$ cat src/afte_pkg.sv
// shared constants, coefficients and stage types for the airfoil thickness evaluator
// no dependencies; used by every module of the block
package afte_pkg;

  // number formats
  localparam int FRAC_BITS = 16;
  localparam int CQ        = 30;
  localparam int X_W       = 17;
  localparam int K_W       = 19;
  localparam int Y_W       = 18;

  // root chain widths
  localparam int ROOT_W    = CQ + 1;
  localparam int REM_W     = ROOT_W + 2;
  localparam int RAD_W     = 2 * ROOT_W;
  localparam int RAD_SHIFT = 2 * CQ - FRAC_BITS;
  localparam int XQ_SHIFT  = CQ - FRAC_BITS;

  // multiply-accumulate widths
  localparam int ACC_W     = 32;
  localparam int PROD_W    = 2 * ACC_W;

  // stream widths, whole bytes
  localparam int IN_TDATA_W  = ((X_W + 7) / 8) * 8;
  localparam int OUT_TDATA_W = ((Y_W + 7) / 8) * 8;

  localparam logic [X_W-1:0] X_ONE = X_W'(1) << FRAC_BITS;

  localparam logic signed [ACC_W-1:0] Y_MAX = (ACC_W'(1) <<< (Y_W - 1)) - ACC_W'(1);
  localparam logic signed [ACC_W-1:0] Y_MIN = -(ACC_W'(1) <<< (Y_W - 1));

  localparam logic signed [PROD_W-1:0] RND_HALF = PROD_W'(1) <<< (CQ - 1);

  // thickness polynomial coefficients, Q.30 rounded to nearest
  localparam logic signed [ACC_W-1:0] COEF_0 = 32'sd318793948;
  localparam logic signed [ACC_W-1:0] COEF_1 = -32'sd135291470;
  localparam logic signed [ACC_W-1:0] COEF_2 = -32'sd377527625;
  localparam logic signed [ACC_W-1:0] COEF_3 = 32'sd305264801;
  localparam logic signed [ACC_W-1:0] COEF_4 = -32'sd108984795;

  // one stage of the square root chain
  typedef struct packed {
    logic             valid;
    logic [X_W-1:0]    x;
    logic [REM_W-1:0]  rem;
    logic [ROOT_W-1:0] root;
  } sqrt_stage_t;

  // operands into one multiply-round-add cell
  typedef struct packed {
    logic                    valid;
    logic signed [ACC_W-1:0] a;
    logic [ROOT_W-1:0]       b;
    logic signed [ACC_W-1:0] addend;
    logic [X_W-1:0]          x;
    logic signed [ACC_W-1:0] aux;
  } mac_in_t;

  // registered result of one multiply-round-add cell
  typedef struct packed {
    logic                    valid;
    logic [X_W-1:0]          x;
    logic signed [ACC_W-1:0] res;
    logic signed [ACC_W-1:0] aux;
  } mac_stage_t;

endpackage

$ cat src/afte_mac_cell.sv
// one multiply-round-add cell: res = addend + round(a * b / 2^30)
// depends on afte_pkg for widths, rounding constant and stage types
module afte_mac_cell (
  input  logic                   clk,
  input  logic                   rst_n,
  input  logic                   en,
  input  afte_pkg::mac_in_t      mac_i,
  output afte_pkg::mac_stage_t   stage_o
);

  logic signed [afte_pkg::ACC_W-1:0]  b_s;
  logic signed [afte_pkg::PROD_W-1:0] prod;
  logic signed [afte_pkg::PROD_W-1:0] rnd;
  logic signed [afte_pkg::PROD_W-1:0] shifted;
  logic signed [afte_pkg::ACC_W-1:0]  res_nxt;

  logic                               valid_r;
  logic [afte_pkg::X_W-1:0]           x_r;
  logic signed [afte_pkg::ACC_W-1:0]  res_r;
  logic signed [afte_pkg::ACC_W-1:0]  aux_r;

  // signed product, round half up, arithmetic shift floors
  assign b_s     = signed'(afte_pkg::ACC_W'(mac_i.b));
  assign prod    = afte_pkg::PROD_W'(mac_i.a) * afte_pkg::PROD_W'(b_s);
  assign rnd     = prod + afte_pkg::RND_HALF;
  assign shifted = rnd >>> afte_pkg::CQ;
  assign res_nxt = mac_i.addend + signed'(shifted[afte_pkg::ACC_W-1:0]);

  // valid flag
  always_ff @(posedge clk) begin
    if (!rst_n) begin
      valid_r <= 1'b0;
    end else if (en) begin
      valid_r <= mac_i.valid;
    end
  end

  // payload
  always_ff @(posedge clk) begin
    if (en) begin
      x_r   <= mac_i.x;
      res_r <= res_nxt;
      aux_r <= mac_i.aux;
    end
  end

  assign stage_o = '{valid: valid_r, x: x_r, res: res_r, aux: aux_r};

endmodule

$ cat config.mk
export PLATFORM = sky130hd
export DESIGN_NAME = afte_mac_cell
export DESIGN_NICKNAME = d
export VERILOG_FILES = /design/src/afte_pkg.sv /design/src/afte_mac_cell.sv
export SDC_FILE = /design/constraint.sdc
export NUM_CORES = 2
export LEC_CHECK = 0
export BUFFER_PORTS_ARGS = -buffer_cell sky130_fd_sc_hd__buf_2
export CORE_MARGIN = 2
export CORE_UTILIZATION = 65
export CTS_CLUSTER_SIZE = 40
export DETAILED_ROUTE_END_ITERATION = 7
export MAX_ROUTING_LAYER = met4
export PLACE_DENSITY_LB_ADDON = 0.15
export SYNTH_ARGS = -nofsm -noshare
export SYNTH_HDL_FRONTEND = slang
export SYNTH_SLANG_ARGS = --single-unit
$ cat constraint.sdc
create_clock -name clk -period 15.1 [get_ports clk]
set_input_delay 3.02 -clock clk [delete_from_list [all_inputs] [get_ports clk]]
set_output_delay 3.02 -clock clk [all_outputs]
set_load 0.02 [all_outputs]
; Yosys cells after proc, flatten, opt, wreduce, memory -nomap -nowiden
; Index checks and enable logic that the tools add are counted.
[totals]
reg_bits = 82
latchBits = 0
ramBits = 0
rom_bits = 0
input_bits = 148
wordCells = 7
n_memories = 0
[classes]
addsub = 2
multipliers = 1
div = 0
magnitude_cmp = 0
n_eq_ne = 0
shift = 0
n_mux = 0
bitwise_logic = 0
reduce_logical = 0
[op_table]
columns = operator, count
row1 = "62-bit by 31-bit adder with 62-bit output, second input constant", 1
row2 = 32-bit by 32-bit multiplier with 62-bit output, 1
row3 = 32-bit adder, 1

; Depth between registers and ports, before layout
[depth]
depth_word = 3
depth_mapped = 36
mapped_depth_nobuf = 35

; Worst setup path after synthesis
; No wires, ideal clock.
[synth_path]
path_kind = in2reg
from = input mac_i[143] (netlist bit)
to = register res_r[29] (netlist bit) (data pin)
setup_ns = 0.258
arrival_ns = 11.369
required_time_ns = 14.842
slack_ns = 3.473
cell_stages = 31
n_path_buf = 2
cell_sequence = clkbuf_1 clkbuf_1 nand2_1 fa_1 fa_1 inv_1 fa_1 inv_1 fa_1 inv_1 fa_1 fa_1 fa_1 fa_1 ha_1 a21oi_1 o21ai_0 o21bai_1 o41ai_4 o21ai_0 nor2b_1 xnor2_1 ha_1 or2_2 o32a_2 o21a_1 o311a_1 o41ai_2 nor2_1 a31oi_1 xnor2_1
[synth_via]
elab_chain_cells = 3
[synth_lines]
columns = item, line_no
row1 = from (decl), afte_mac_cell.sv:7  ; input afte_pkg::mac_in_t mac_i,
row2 = 32-bit by 32-bit multiplier with 62-bit output, afte_mac_cell.sv:24  ; assign prod = afte_pkg::PROD_W'(mac_i.a) * afte_pkg::PROD_W'(b_s);
row3 = 62-bit by 31-bit adder with 62-bit output, afte_mac_cell.sv:25  ; assign rnd = prod + afte_pkg::RND_HALF;
row4 = 32-bit adder, afte_mac_cell.sv:27  ; assign res_nxt = mac_i.addend + signed'(shifted[afte_pkg::ACC_W-1:0]);
row5 = net res_nxt (one bit), afte_mac_cell.sv:15  ; logic signed [afte_pkg::ACC_W-1:0] res_nxt;
row6 = to (signal assigned), afte_mac_cell.sv:42  ; res_r <= res_nxt;
row7 = to (decl), afte_mac_cell.sv:19  ; logic signed [afte_pkg::ACC_W-1:0] res_r;
; The timed path passes the listed nets, and every way through them passes these cells.
; A chain may end at the register's enable or synchronous reset.

; Worst setup path in the final report
[layout_path]
from = input mac_i[133] (netlist bit)
to = register res_r[30] (netlist bit) (data pin)
; The elaborated chain is that of the path after synthesis.

==> qor.yml <==
synthMuxAreaShare_pct: 0.05147
synthAdderAreaFrac_pct: 60.90
dieArea_um2: 61810
cts_setup_buffers: 0
min_path_type: "register to register"
clock_latency_ns: 0.35
final_area_um2: 40630
synth_xor_area_share_pct: 1.666
grt_pass1_vias: 29890
clockRootBuffer: "clkbuf_16"
hold_buffers: 0
finalCriticalPeriod_ns: 12.93
synth-simple-area-share_pct: 16.13
crit_path_start_kind: "input pin"
cp_slowest_cell: "fa_1"
worstSetupPathType: "input pin to register"
max_clock_freq_mhz: 77.36
setup_violations: 0
drt_iter0_drc: 1232
yosys.area.top_type: "fa_1"
grt_pass1_wl_mm: 155.9
rsz0062_at_grt: "no"
h-tree-depth: 3
final.period_utilization_pct: 85.61
synth_cells: 3959
grt-ovfl-total: 0
routed_wl_mm: 93.73
synth_seq_area_share_pct: 6.305
io_buffers: 229
cts_buffer_depth: 2
die_w_um: 248.6
fillers: 4646
synth_nets: 5381
routedWlPerCell_um: 19.55
syn-cell-area_um2: 38890
final_common_cell: "fa_1"
fp.coreArea_um2: 59130
synthArstFlopShare_pct: 0
maxSlewViolCount: 0
ctsResizeCount: 0
vias: 26740
grt_usage_pct: 33.28
hpwl_mm: 77.56
cp.arrival_ns: 13.03
cts_buffers: 9
yosysWarnings: 0
ys_ff_latch: 82
cp_max_fo: 31
end_kind: "register"
ys_types: 68
nNetsFinal: 5431
synth-compound-area-share_pct: 3.899
synth-main-ff-cell: "edfxtp_1"
crit_top_cell: "fa_1"
maxCapViolations: 0
status: "complete, but fails checks"
violations: "DRC"
postRouteAntennaNets: 0
area_growth_pct: 4.465
cpPeakStageDelay_ns: 0.62
drt_first_pass_iters: 8
critPathBufInv: 3
ioPinCount: 230
synth-edff-count: 81
finalHoldViolations: 0
die_y_um: 248.6
clkTransAtPathRegs_ns: 0.06
synthTopCellsByArea: "fa_1, and2_1, inv_1, ha_1, edfxtp_1"
synth_top_area_share_pct: 53.12
gp_congestion: 0.9580
fin_tns_setup_ns: 0
cp_top_family: "adder cells"
required_ns: 15.20
avgViaCountPerCell: 5.579
cts_sinks: 82
synth_top_family_by_area: "adder cells"
initial_core_util_pct: 65.78
fin_skew_ns: 0
fin_cells: 4793
place_inst: 4771
final_cell_mix: "fa_1, inv_1, and2_1"
grt_max_degree: 76
drive_gt1_share_pct: 6.728
grt_antenna_before_repair: 7
placed_area_um2: 40330
fp-row-count: 89
syn_avg_cell_area_um2: 9.824
worst_slew_margin_rel_pct: 34.51
tightest_slew_ns: 0.9824
cts_tree: "yes"
drc: 6
[sequential cells by signal, summed over array words and instances, names as in the netlist]
name	flops
x_r	17
valid_r	1
res_r	32
aux_r	32
[logic make-up after synthesis]
kind of cell / Yosys count
adders and majority gates: 1274
and+or+nand+nor: 1158
buffers and inverters: 1143
AOI/OAI and AO/OA: 226
DFF: 82
xor gates and xnor gates: 74
muxes: 2
[worst min-delay path, delay by kind of cell (launching register included)]
kind | cells | cell delay, ns
DFF | 1 | 0.31
muxes | 1 | 0.12
and+or+nand+nor | 1 | 0.06
[routing by layer]
metal / GRT usage [%] / share of wire [%] / routed length (um) / vias to the layer above
met5: - / 0 / 0 / -
met4: 14.63 / 5.3 / 5003 / 0
met3: 3.392 / 4.7 / 4433 / 257
met2: 58.02 / 53 / 49580 / 877
met1: 39.47 / 37 / 34710 / 13980
li1: - / - / - / 11620
[final cells by class]
class / count / area, um^2 / area share (%)
diodes: 7 / 17.52 / 0.04311
clock buffers: 11 / 232.7 / 0.5728
clock inverters: 4 / 53.80 / 0.1324
inverters: 943 / 3540 / 8.712
multi-input cells: 2734 / 32140 / 79.11
flip-flops and latches: 82 / 2452 / 6.036
well taps: 773 / 967.2 / 2.380
repair buffers: 239 / 1224 / 3.012
[per-stage QoR]
step / worst slack (ns) / hold WS (ns) / utilization, %
2_1_floorplan: 3.473 / 0.4839 / -
3_3_place_gp: 2.088 / 0.4940 / 68.20
3_5_place_dp: 1.946 / 0.5409 / 68.20
4_1_cts: 2.257 / 0.5452 / 68.69
5_1_grt: 1.716 / 0.5989 / 68.71
6_report: 2.173 / 0.5416 / 68.72
[final timing paths]
kind | startpoint | to | slack, ns | cells after the start
worst min register to register | valid_r$_SDFFE_PN0P_ | valid_r$_SDFFE_PN0P_ | 0.54 | 2
worst max register to register | valid_r$_SDFFE_PN0P_ | valid_r$_SDFFE_PN0P_ | 14.48 | 2
worst max-delay path | mac_i[133] | res_r[30]$_DFFE_PP_ | 2.17 | 31
worst min-delay path | valid_r$_SDFFE_PN0P_ | valid_r$_SDFFE_PN0P_ | 0.54 | 2
[synthesized netlist by cell type (3+ instances only)]
library cell / number
nor3_1: 10
nand2_1: 345
nand2b_1: 4
o31ai_1: 3
or3_1: 4
clkbuf_1: 196
nand3_1: 15
nand4_1: 15
nor3b_1: 3
o21ai_1: 3
edfxtp_1: 81
o21ai_0: 38
a31oi_1: 5
xor2_1: 17
o21a_1: 11
nor2_1: 42
o211ai_1: 4
ha_1: 242
inv_1: 943
xnor2_1: 57
a211oi_1: 11
fa_1: 1032
and3_1: 4
and2_1: 695
o21bai_1: 9
nor2b_1: 7
a21oi_1: 75
a211o_1: 3
a21o_1: 28
o22ai_1: 3
a311oi_1: 3
Power is not shown: default switching activity piles up to over one toggle a cycle in this logic, so the estimate is an artifact.
