[src/afte_pkg.sv]
// shared constants, coefficients and stage types for the airfoil thickness evaluator
// no dependencies; used by every module of the block
package afte_pkg;

  // number formats
  localparam int FRAC_BITS = 16;
  localparam int CQ        = 30;
  localparam int X_W       = 17;
  localparam int K_W       = 19;
  localparam int Y_W       = 18;

  // root chain widths
  localparam int ROOT_W    = CQ + 1;
  localparam int REM_W     = ROOT_W + 2;
  localparam int RAD_W     = 2 * ROOT_W;
  localparam int RAD_SHIFT = 2 * CQ - FRAC_BITS;
  localparam int XQ_SHIFT  = CQ - FRAC_BITS;

  // multiply-accumulate widths
  localparam int ACC_W     = 32;
  localparam int PROD_W    = 2 * ACC_W;

  // stream widths, whole bytes
  localparam int IN_TDATA_W  = ((X_W + 7) / 8) * 8;
  localparam int OUT_TDATA_W = ((Y_W + 7) / 8) * 8;

  localparam logic [X_W-1:0] X_ONE = X_W'(1) << FRAC_BITS;

  localparam logic signed [ACC_W-1:0] Y_MAX = (ACC_W'(1) <<< (Y_W - 1)) - ACC_W'(1);
  localparam logic signed [ACC_W-1:0] Y_MIN = -(ACC_W'(1) <<< (Y_W - 1));

  localparam logic signed [PROD_W-1:0] RND_HALF = PROD_W'(1) <<< (CQ - 1);

  // thickness polynomial coefficients, Q.30 rounded to nearest
  localparam logic signed [ACC_W-1:0] COEF_0 = 32'sd318793948;
  localparam logic signed [ACC_W-1:0] COEF_1 = -32'sd135291470;
  localparam logic signed [ACC_W-1:0] COEF_2 = -32'sd377527625;
  localparam logic signed [ACC_W-1:0] COEF_3 = 32'sd305264801;
  localparam logic signed [ACC_W-1:0] COEF_4 = -32'sd108984795;

  // one stage of the square root chain
  typedef struct packed {
    logic             valid;
    logic [X_W-1:0]    x;
    logic [REM_W-1:0]  rem;
    logic [ROOT_W-1:0] root;
  } sqrt_stage_t;

  // operands into one multiply-round-add cell
  typedef struct packed {
    logic                    valid;
    logic signed [ACC_W-1:0] a;
    logic [ROOT_W-1:0]       b;
    logic signed [ACC_W-1:0] addend;
    logic [X_W-1:0]          x;
    logic signed [ACC_W-1:0] aux;
  } mac_in_t;

  // registered result of one multiply-round-add cell
  typedef struct packed {
    logic                    valid;
    logic [X_W-1:0]          x;
    logic signed [ACC_W-1:0] res;
    logic signed [ACC_W-1:0] aux;
  } mac_stage_t;

endpackage

[src/afte_sqrt_cell.sv]
// one cell of the pipelined square root: settles one root bit per cell
// depends on afte_pkg for widths and the stage type
module afte_sqrt_cell (
  input  logic                      clk,
  input  logic                      rst_n,
  input  logic                      en,
  input  afte_pkg::sqrt_stage_t     stage_i,
  input  logic [1:0]                pair_i,
  output afte_pkg::sqrt_stage_t     stage_o
);

  logic [afte_pkg::REM_W+1:0]  cur;
  logic [afte_pkg::REM_W+1:0]  trial;
  logic [afte_pkg::REM_W+1:0]  diff;
  logic                        take;
  logic [afte_pkg::REM_W-1:0]  rem_nxt;
  logic [afte_pkg::ROOT_W-1:0] root_nxt;

  logic                        valid_r;
  logic [afte_pkg::X_W-1:0]    x_r;
  logic [afte_pkg::REM_W-1:0]  rem_r;
  logic [afte_pkg::ROOT_W-1:0] root_r;

  // bring down two radicand bits and try the next root bit
  assign cur   = {stage_i.rem, pair_i};
  assign trial = (afte_pkg::REM_W + 2)'({stage_i.root, 2'b01});
  assign diff  = cur - trial;
  assign take  = (cur >= trial);

  always_comb begin
    if (take) begin
      rem_nxt  = diff[afte_pkg::REM_W-1:0];
      root_nxt = {stage_i.root[afte_pkg::ROOT_W-2:0], 1'b1};
    end else begin
      rem_nxt  = cur[afte_pkg::REM_W-1:0];
      root_nxt = {stage_i.root[afte_pkg::ROOT_W-2:0], 1'b0};
    end
  end

  // valid flag
  always_ff @(posedge clk) begin
    if (!rst_n) begin
      valid_r <= 1'b0;
    end else if (en) begin
      valid_r <= stage_i.valid;
    end
  end

  // payload
  always_ff @(posedge clk) begin
    if (en) begin
      x_r    <= stage_i.x;
      rem_r  <= rem_nxt;
      root_r <= root_nxt;
    end
  end

  assign stage_o = '{valid: valid_r, x: x_r, rem: rem_r, root: root_r};

endmodule

[config.mk]
export PLATFORM = sky130hd
export DESIGN_NAME = afte_sqrt_cell
export DESIGN_NICKNAME = d
export VERILOG_FILES = /design/src/afte_pkg.sv /design/src/afte_sqrt_cell.sv
export SDC_FILE = /design/constraint.sdc
export NUM_CORES = 1
export LEC_CHECK = 0
export ABC_AREA = 1
export BUFFER_PORTS_ARGS = -buffer_cell sky130_fd_sc_hd__buf_2
export CORE_UTILIZATION = 25
export CTS_CLUSTER_SIZE = 30
export DETAILED_ROUTE_END_ITERATION = 8
export SYNTH_ARGS = -nofsm -noshare
export SYNTH_HDL_FRONTEND = slang
export SYNTH_SLANG_ARGS = --single-unit
[constraint.sdc]
create_clock -name clk -period 2.15 [get_ports clk]
set_clock_uncertainty 0.05 [all_clocks]
set_input_delay 0.215 -clock clk [delete_from_list [all_inputs] [get_ports clk]]
set_output_delay 0.215 -clock clk [all_outputs]
set_load 0.01 [all_outputs]
# [After elaboration in Yosys (flattened, before gate mapping)]
# Index checks and enable logic that the tools add are counted.
[op_classes] n_mux=2 addsub=1 magnitude_cmp=1
[op_table] op="$ge 35x33->1" count=1
[op_table] op="$mux 33" count=1
[op_table] op="$sub 33x33->33" count=1
[op_table] op="$mux 1" count=1
[totals] wordCells=8 output_inout_bits=82 in_bits=87 ff_bits=82

# [Longest topological paths before layout]
# Gate-level depths: netlist (run 1).
[logic_depth] ltp_word=2 mapped_depth=15 depth_no_buf=14

# [Least setup slack after synthesis (run 1)]
# OpenSTA, ideal clock, no wires.
[synth_timing] path_type="input-to-reg" startpoint="in stage_i[28] (netlist bit)" endpoint="reg rem_r[25] (netlist bit) (data pin)" required_ns=1.848 arrival_time_ns=1.560 path_buffers=1 stages=12 path_slack_ns=0.287 setup_ns=0.252 path_cell_list="inv_1 ha_1 nand2_1 inv_1 a21oi_1 nand2b_1 nand3_2 nor2_4 nand2_8 buf_12 nand3_2 nand2_1"
[synth_between] elab_chain_len=2
[synth_lines] element="start, declared" line="afte_sqrt_cell.sv:7" source="input afte_pkg::sqrt_stage_t stage_i,"
[synth_lines] element="$ge 35x33->1" line="afte_sqrt_cell.sv:28" source="assign take = (cur >= trial);"
[synth_lines] element="$mux 33" line="afte_sqrt_cell.sv:31" source="if (take) begin"
[synth_lines] element="net rem_nxt (one bit)" line="afte_sqrt_cell.sv:16" source="logic [afte_pkg::REM_W-1:0] rem_nxt;"
[synth_lines] element="end signal, assigned" line="afte_sqrt_cell.sv:53" source="rem_r <= rem_nxt;"
[synth_lines] element="end, declared" line="afte_sqrt_cell.sv:21" source="logic [afte_pkg::REM_W-1:0] rem_r;"
# The timed path passes the listed nets, and every way through them passes these cells.
# A chain may end at the register's enable or synchronous reset.

# [Final worst setup path (run 1)]
[layout_timing] startpoint="in stage_i[29] (netlist bit)" endpoint="reg rem_r[23] (netlist bit) (data pin)"
# The elaborated chain is that of the path after synthesis.

==> impl_metrics.csv, run 1 <==
group,metric,value,unit
cts,root_buffer,"clkbuf_16",
worst_setup_path,cpLargestDelayFamily,"simple AND/OR/NAND/NOR gates",
power,power-per-cell-area,630,mW/mm²
synth,ys_ff_latch,82,
synth,yosys_warnings,0,
drt,postRouteAntennaNets,0,
synth,synth_edf_count,81,
cts,cts.sinks,82,
worst_setup_path,arrival,1.94,ns
drt,drt_pre_antenna_iters,5,
sta,finalSetupViolCount,0,
sta,relSlewSlack,0.771,
worst_setup_path,crit_buf_inv,4,
placement,pre_cts_slack,-0.101,ns
sta,worstMarginPinSlew,0.341,ns
run,cap_viol_max_count,0,
grt,grt_max_degree,35,
synth,avgSynthCellArea,7.49,µm²
status,status,"complete, no violations",
sta,maxSlewViolCount,0,
grt,grt_overflow,0,
synth,synth_top_flop_cell,"edfxtp_1",
worst_setup_path,crit_fanout,22,
cts,cts_max_level,3,
synth,async_flop_share,0,
synth,synth_top_area_cell,"edfxtp_1",
layout,fillers,2420,
placement,place_congestion,0.854,
min_path,holdCritPathClass,"in -> reg",
power,leakagePower,4.43,nW
worst_setup_path,critPathLaunchType,"input pin",
layout,final_cell_mix,"nand2_1 (291), buf_2 (167), inv_1 (157)",
synth,yosys-top-cells-area,"edfxtp_1 (42%), nand2_1 (19%), inv_1 (10%), ha_1 (7.1%), nand3_1 (5.0%)",
cts,insertion_delay,0.36,ns
sta,setup_ws,0.270,ns
layout,final_common_cell,"nand2_1",
synth,synthesis.area,0.00579,mm²
die,die_h,154,µm
power,power,0.00519,W
worst_setup_path,worst_path_largest_cell_delay,0.33,ns
power,ir_drop,0.306,mV
die,boundaryPins,169,
die,rows,55,
synth,synth_seq_area_share,0.423,
sta,whs,0.00644,ns
synth,netlist_instances,773,
layout,syn2layout_area_growth,42.1,%
synth,synth_fp_nets,893,
drt,wl_per_cell,13.2,µm
grt,grt.total_usage,0.155,
die,core,0.0227,mm²
cts,tritoncts,"built",
grt,grt_pass1_wl,28.5,mm
layout,final_layout_size_suffix_gt1_frac,0.276,
die,die_area,0.0238,mm²
synth,yosysTopAreaCellShare,0.420,
die,dieWidth,154,µm
drt,wirelength,17.7,mm
worst_setup_path,critPathSlowestCell,"ha_1",
die,start_util,0.255,
sta,finalCritPeriodShare,0.874,
worst_setup_path,worstPathCellList,"buf_2 -> inv_1 -> ha_1 -> inv_2 -> nor3_1 -> nand2_1 -> a21oi_1 -> nor2_4 -> buf_4 -> nand3_1 -> nand2_1",
sta,final-hold-violation-count,0,
grt,antenna_found_initial,1,
sta,fin_crit,1.88,ns
drt,drc,0,
placement,dpl.hpwl,14.3,mm
worst_setup_path,worstSetupPathType,"in -> reg",
drt,vias,5580,
worst_setup_path,cp_common_cell,"nand2_1",
grt,grt_pass1_vias,5555,
worst_setup_path,endpoint_kind,"flop",
cts,postCtsSetupBuffers,0,
sta,max_freq,532,MHz
placement,portBuffers,168,
layout,nets,1171,
cts,numCtsBuffers,9,
synth,yosysUniqueCellTypes,32,
worst_setup_path,required,2.22,ns
cts,clk_pin_slew,0.07,ns
cts,clock_tree.buffer_depth,2,
drt,drt_iter0_markers,278,
sta,rsz0062_at_grt,"false",
layout,final_util,0.362,
drt,viasPerCell,4.16,
==> power by group <==
group	switching (W)	internal, W
Combinational	0.000860	0.000660
Sequential	0.0000384	0.00197
Clock	0.000739	0.000921
Total	0.00164	0.00355
==> cell families after synthesis <==
family	after synthesis	share of synthesized area
AOI/OAI and AO/OA	25	0.0225
xor gates and xnor gates	14	0.0212
DFF	82	0.423
and+or+nand+nor	443	0.340
adders and majority gates	33	0.0713
buffers and inverters	176	0.122
==> layer usage <==
| layer | wire, µm | global-route usage | up-vias |
|---|---|---|---|
| met5 | 0 | 0 | - |
| met4 | 343 | 0.0562 | 0 |
| met3 | 898 | 0.0308 | 16 |
| met2 | 8050 | 0.254 | 127 |
| met1 | 8430 | 0.201 | 2468 |
| li1 | - | - | 2969 |
==> state kept, by name (all words and copies together) (netlist names) <==
name,cells
rem_r,33
valid_r,1
x_r,17
root_r,31
==> layout make-up <==
type	instances	area, µm²	area share
inverter	166	623	0.0757
antenna	1	2.50	0.000304
timing repair buffer	277	1850	0.225
sequential	82	2450	0.298
clock buffer	9	225	0.0274
multi-input combinational	515	2630	0.320
tap	285	357	0.0433
clock inverter	7	83.8	0.0102
==> cells in the mapped netlist, types with 2 or more instances <==
library cell / count
xor2_1: 13
nor2_2: 7
buf_2: 6
nor2_1: 35
nor3_1: 9
inv_2: 9
and2_1: 3
ha_1: 33
inv_1: 157
nand2_2: 4
nand3_1: 58
nand4_1: 5
nand2_1: 291
nand3b_1: 9
edfxtp_1: 81
nand3_2: 16
o21ai_0: 2
a21oi_1: 21
==> per-stage QoR <==
step / area [µm²] / cells / setup TNS (ns)
floorplan: 5790 / 773 / 0
finish: 8230 / 1342 / 0
detailed placement: 7500 / 1283 / -2.47
global route: 8230 / 1342 / 0
global placement: 7500 / 1283 / -1.99
CTS: 8200 / 1338 / 0
==> final timing paths <==
kind,startpoint,end,slack [ns],cells after the start
worst min register to register,valid_r,valid_r,0.51,2
worst max-delay path,stage_i[29],rem_r[23],0.27,11
worst min-delay path,stage_i[10],root_r[11],0.006,1
worst max register to register,valid_r,valid_r,1.46,2
==> timing repair <==
action | CTS | global route
hold endpoints to repair | 39 | 3
setup endpoints to repair | 0 | 0
resized for setup | 0 | 0
hold buffers | 39 | 3
No activity file was read; power rests on OpenSTA's default activity.
==> run 2: changes to the inputs <==
Settings changed: PLACE_DENSITY set to 0.47.
==> run 2 against run 1 <==
Effect of this change:
- critical path depth up 3
- worst hold slack better by 0.0059 ns
- final area up 0.82%
- sequential power about the same
- register-to-register slack about the same
- maximum frequency down 0.49%
- die area unchanged
- clock power about the same
- final cell count up 0.82%
==> impl_metrics.csv, run 2 (same netlist as run 1, synthesis figures left out) <==
group,metric,value,unit
run,cap_viol_max_count,0,
worst_setup_path,arrival,1.95,ns
layout,final_layout_size_suffix_gt1_frac,0.284,
layout,syn2layout_area_growth,43.3,%
cts,tritoncts,"built",
drt,viasPerCell,4.07,
drt,vias,5509,
layout,antennaDiodeCount,0,
grt,grt_overflow,0,
worst_setup_path,crit_buf_inv,4,
worst_setup_path,worst_path_largest_cell_delay,0.34,ns
die,core,0.0227,mm²
sta,worstMarginPinSlew,0.403,ns
sta,fin_crit,1.89,ns
drt,wl_per_cell,13.1,µm
layout,reg_top3,"rem_r x33, root_r x31, x_r x17",
placement,placed_cell_area,0.00758,mm²
cts,numCtsBuffers,9,
die,die_area,0.0238,mm²
cts,cts_max_level,3,
layout,fillers,2478,
placement,pre_cts_slack,-0.112,ns
worst_setup_path,critPathSlowestCell,"ha_1",
cts,post_cts_resized,0,
worst_setup_path,worstSetupPathType,"in -> reg",
drt,drt_pre_antenna_iters,5,
cts,cts.sinks,82,
worst_setup_path,required,2.21,ns
grt,antenna_found_initial,0,
power,power-per-cell-area,623,mW/mm²
layout,top_register,"rem_r",
power,ir_drop,0.267,mV
drt,drt_iter0_markers,292,
sta,relSlewSlack,0.731,
worst_setup_path,worstPathCellList,"buf_2 -> inv_1 -> ha_1 -> nand2_1 -> buf_4 -> nor2_1 -> inv_1 -> nor3_1 -> and2_1 -> nand2_1 -> nand2_1 -> nand2_1 -> nand3_2 -> nand2_1",
cts,clock_tree.buffer_depth,2,
die,rows,55,
grt,grt.total_usage,0.156,
layout,nets,1183,
sta,setup_ws,0.261,ns
min_path,holdCritPathClass,"in -> reg",
layout,final_cell_area,0.00830,mm²
grt,grt_max_degree,49,
drt,postRouteAntennaNets,0,
worst_setup_path,cp_common_cell,"nand2_1",
cts,postCtsSetupBuffers,0,
worst_setup_path,endpoint_kind,"flop",
layout,final_common_cell,"nand2_1",
sta,finalSetupViolCount,0,
placement,dpl.hpwl,14.0,mm
layout,final_cell_mix,"nand2_1 (291), buf_2 (167), inv_1 (157)",
power,leakagePower,4.48,nW
grt,grt_pass1_vias,5540,
cts,clk_pin_slew,0.07,ns
sta,tns,0,ns
die,start_util,0.255,
sta,maxSlewViolCount,0,
worst_setup_path,critPathLaunchType,"input pin",
die,boundaryPins,169,
sta,rsz0062_at_grt,"false",
drt,wirelength,17.7,mm
grt,grt_pass1_wl,28.5,mm
placement,portBuffers,168,
placement,place_congestion,0.835,
die,dieWidth,154,µm
worst_setup_path,cpLargestDelayFamily,"simple AND/OR/NAND/NOR gates",
worst_setup_path,crit_fanout,5,
layout,largest_reg_flops,33,
sta,finalCritPeriodShare,0.878,
drt,drc,0,
status,status,"complete, no violations",
cts,root_buffer,"clkbuf_16",
sta,whs,0.0124,ns
sta,max_freq,529,MHz
cts,insertion_delay,0.35,ns
layout,final_util,0.365,
die,die_h,154,µm
sta,final-hold-violation-count,0,
-- run 2: cell count changes in the layout (fill, tap and decap cells not counted) --
cell / delta
buf_4: +13
buf_12: -1
clkinv_2: +1
clkinv_4: -1
clkinvlp_4: +1
diode_2: -1
inv_8: -1
-- run 2: power by group --
| group | switching, W | internal (W) | total [W] |
|---|---|---|---|
| Clock | 0.000723 | 0.000910 | 0.00163 |
| Sequential | 0.0000381 | 0.00197 | 0.00201 |
| Combinational | 0.000857 | 0.000669 | 0.00153 |
| Total | 0.00162 | 0.00355 | 0.00517 |
-- run 2: final cells by class --
type | instances | area (µm²) | area share
Sequential cell | 82 | 2450 | 0.296
Clock inverter | 7 | 76.3 | 0.00920
Multi-Input combinational cell | 515 | 2630 | 0.317
Clock buffer | 9 | 225 | 0.0271
Inverter | 166 | 623 | 0.0751
Tap cell | 285 | 357 | 0.0430
Timing Repair Buffer | 289 | 1930 | 0.233
-- run 2: metal layers --
metal	vias up	GRT usage	part of all wire	wire, µm
met3	12	0.0305	0.042	741
met4	0	0.0367	0.011	201
li1	2982	-	-	-
met5	-	0	0	0
met1	2401	0.213	0.50	8900
met2	114	0.253	0.44	7880
-- run 2: path summary, 6_finish.rpt --
kind	cells after the start	slack, ns	endpoint	start
max	14	0.26	rem_r[29]	stage_i[20]
min	1	0.01	root_r[17]	stage_i[16]
max reg2reg	2	1.46	valid_r	valid_r
min reg2reg	2	0.50	valid_r	valid_r
-- run 2: metrics by stage --
stage	cells	total power, W
after global placement	1295	0.00352
after detailed placement	1295	0.00352
after floorplan	773	0.00285
after global routing	1353	0.00551
after CTS	1353	0.00526
final	1353	0.00517
-- run 2: timing repair --
action,in CTS,in global routing
hold buffers,42,0
endpoints found under the hold margin,42,0
endpoints found under the setup margin,0,0
==> run 3: changes to the inputs <==
==> constraint.sdc (replaced) <==
create_clock -name clk -period 2.15 [get_ports clk]
set_clock_uncertainty 0.05 [all_clocks]
set_input_delay 0.3225 -clock clk [delete_from_list [all_inputs] [get_ports clk]]
set_output_delay 0.3225 -clock clk [all_outputs]
set_load 0.01 [all_outputs]
==> run 3 against run 2 <==
Effect of this change:
- maximum frequency down 4.8%
- combinational power about the same
- core utilization down 0.40 points
- final cell count down 0.37%
- sequential power about the same
- critical path depth down 1
- via count down 0.62%
- die area unchanged
- largest power group unchanged
==> impl_metrics.csv, run 3 (same netlist as run 1, synthesis figures left out) <==
group,metric,value,unit
placement,placed_cell_area,0.00785,mm²
power,ir_drop,0.338,mV
grt,grt_pass1_vias,5427,
cts,clock_tree.buffer_depth,2,
min_path,holdCritPathClass,"in -> reg",
cts,holdBufCountCts,0,
layout,antennaDiodeCount,0,
sta,maxSlewViolCount,0,
grt,grt_pass1_wl,28.0,mm
placement,place_congestion,0.824,
cts,cts_max_level,3,
drt,drt_pre_antenna_iters,4,
cts,clk_pin_slew,0.07,ns
grt,antenna_found_initial,0,
worst_setup_path,worstPathCellList,"buf_2 -> inv_1 -> ha_1 -> nand2_1 -> inv_1 -> a21oi_1 -> nand2b_1 -> nand3_2 -> nor2_4 -> nand2_8 -> buf_4 -> nand3_2 -> nand2_1",
worst_setup_path,worstSetupPathType,"in -> reg",
sta,final-hold-violation-count,0,
sta,max_freq,504,MHz
sta,finalSetupViolCount,0,
layout,final_cell_mix,"nand2_1 (291), buf_2 (167), inv_1 (157)",
worst_setup_path,rr_worst_depth,2,
cts,post_cts_resized,0,
power,p_sw,0.00161,W
placement,dpl.hpwl,14.0,mm
placement,pre_cts_slack,-0.222,ns
run,cap_viol_max_count,0,
cts,postCtsSetupBuffers,0,
drt,vias,5475,
worst_setup_path,cp-startpoint,"stage_i[27]",
grt,grt_overflow,0,
power,internal-power,0.00360,W
cts,root_buffer,"clkbuf_16",
sta,whs,0.0875,ns
die,die_area,0.0238,mm²
die,rows,55,
cts,insertion_delay,0.35,ns
layout,nets,1178,
layout,final_cell_area,0.00821,mm²
worst_setup_path,reg2reg_slack,1.45,ns
die,dieWidth,154,µm
sta,setup_ws,0.166,ns
layout,seq_area,0.00245,mm²
sta,worstMarginPinSlew,0.480,ns
layout,largest_reg_flops,33,
grt,grt.total_usage,0.153,
layout,syn2layout_area_growth,41.7,%
worst_setup_path,crit_buf_inv,4,
sta,rsz0062_at_grt,"true",
worst_setup_path,r2r_start,"valid_r",
min_path,min_to,"x_r[5]",
drt,wirelength,17.5,mm
layout,final_util,0.361,
sta,relSlewSlack,0.680,
power,power,0.00521,W
sta,finalCritPeriodShare,0.923,
power,seqPwrFrac,0.385,
power,p_sw_frac,0.309,
layout,multi_input_area,0.00268,mm²
drt,drt_iter0_markers,249,
grt,grt_max_degree,84,
worst_setup_path,endpoint_kind,"flop",
worst_setup_path,arrival,2.04,ns
drt,wl_per_cell,13.0,µm
die,boundaryPins,169,
power,p_comb_frac,0.298,
die,start_util,0.255,
worst_setup_path,crit_fanout,11,
layout,final_common_cell,"nand2_1",
worst_setup_path,required,2.21,ns
worst_setup_path,critPathSlowestCell,"ha_1",
worst_setup_path,critPathLaunchType,"input pin",
sta,fin_crit,1.98,ns
die,core,0.0227,mm²
drt,drc,0,
cts,cts.sinks,82,
drt,viasPerCell,4.06,
worst_setup_path,worst_path_largest_cell_delay,0.35,ns
layout,top_register,"rem_r",
cts,numCtsBuffers,9,
power,power-per-cell-area,635,mW/mm²
status,status,"complete, no violations",
worst_setup_path,cpLargestDelayFamily,"simple AND/OR/NAND/NOR gates",
power,leakagePower,4.49,nW
layout,reg_top3,"rem_r x33, root_r x31, x_r x17",
cts,tritoncts,"built",
worst_setup_path,r2r_end,"valid_r",
power,clkPwrFrac,0.317,
layout,final_layout_size_suffix_gt1_frac,0.324,
min_path,holdPathStages,1,
layout,fillers,2463,
drt,postRouteAntennaNets,0,
die,die_h,154,µm
placement,portBuffers,168,
min_path,min-delay-start,"stage_i[69]",
## run 3: changes by cell type in the layout (fill, tap and decap cells not counted)
cell / change
clkinv_2: -1
nor3_2: +1
dlygate4sd3_1: -42
ha_1: -3
ha_4: +3
clkinv_4: +1
clkbuf_8: +1
buf_4: +37
nor3_1: -1
clkinvlp_4: -1
## run 3: power by group through the flow
stage	clock (W)	sequential [W]	combinational, W
2_1_floorplan	0	0.00215	0.000703
3_5_place_dp	0	0.00204	0.00156
3_3_place_gp	0	0.00204	0.00155
5_1_grt	0.00178	0.00202	0.00174
6_report	0.00165	0.00201	0.00155
4_1_cts	0.00173	0.00201	0.00157
## run 3: cell type report
type                       instances  share of cell area
inverter                         166              0.0759
tap                              285              0.0434
clock buffer                      10              0.0291
sequential                        82               0.299
timing repair buffer             284               0.218
multi-input combinational        515               0.326
clock inverter                     6             0.00884
## run 3: worst max-delay path by stage
stage / endpoint / cells after the start
after floorplan: rem_r[25] / 12
after global placement: rem_r[31] / 15
after detailed placement: rem_r[5] / 17
after CTS: rem_r[31] / 17
after global routing: rem_r[17] / 13
final: rem_r[29] / 13
## run 3: layer usage
layer | GRT usage | share of wire | vias to the layer above
met5 | 0 | 0 | -
met4 | 0.0410 | 0.013 | 0
met3 | 0.0325 | 0.049 | 11
met2 | 0.250 | 0.45 | 103
met1 | 0.204 | 0.49 | 2378
li1 | - | - | 2983
## run 3: through the flow
step	TNS (ns)	cells
2_1_floorplan	0	773
3_3_place_gp	-6.44	1332
3_5_place_dp	-6.92	1332
4_1_cts	0	1348
5_1_grt	-0.0110	1348
6_report	0	1348
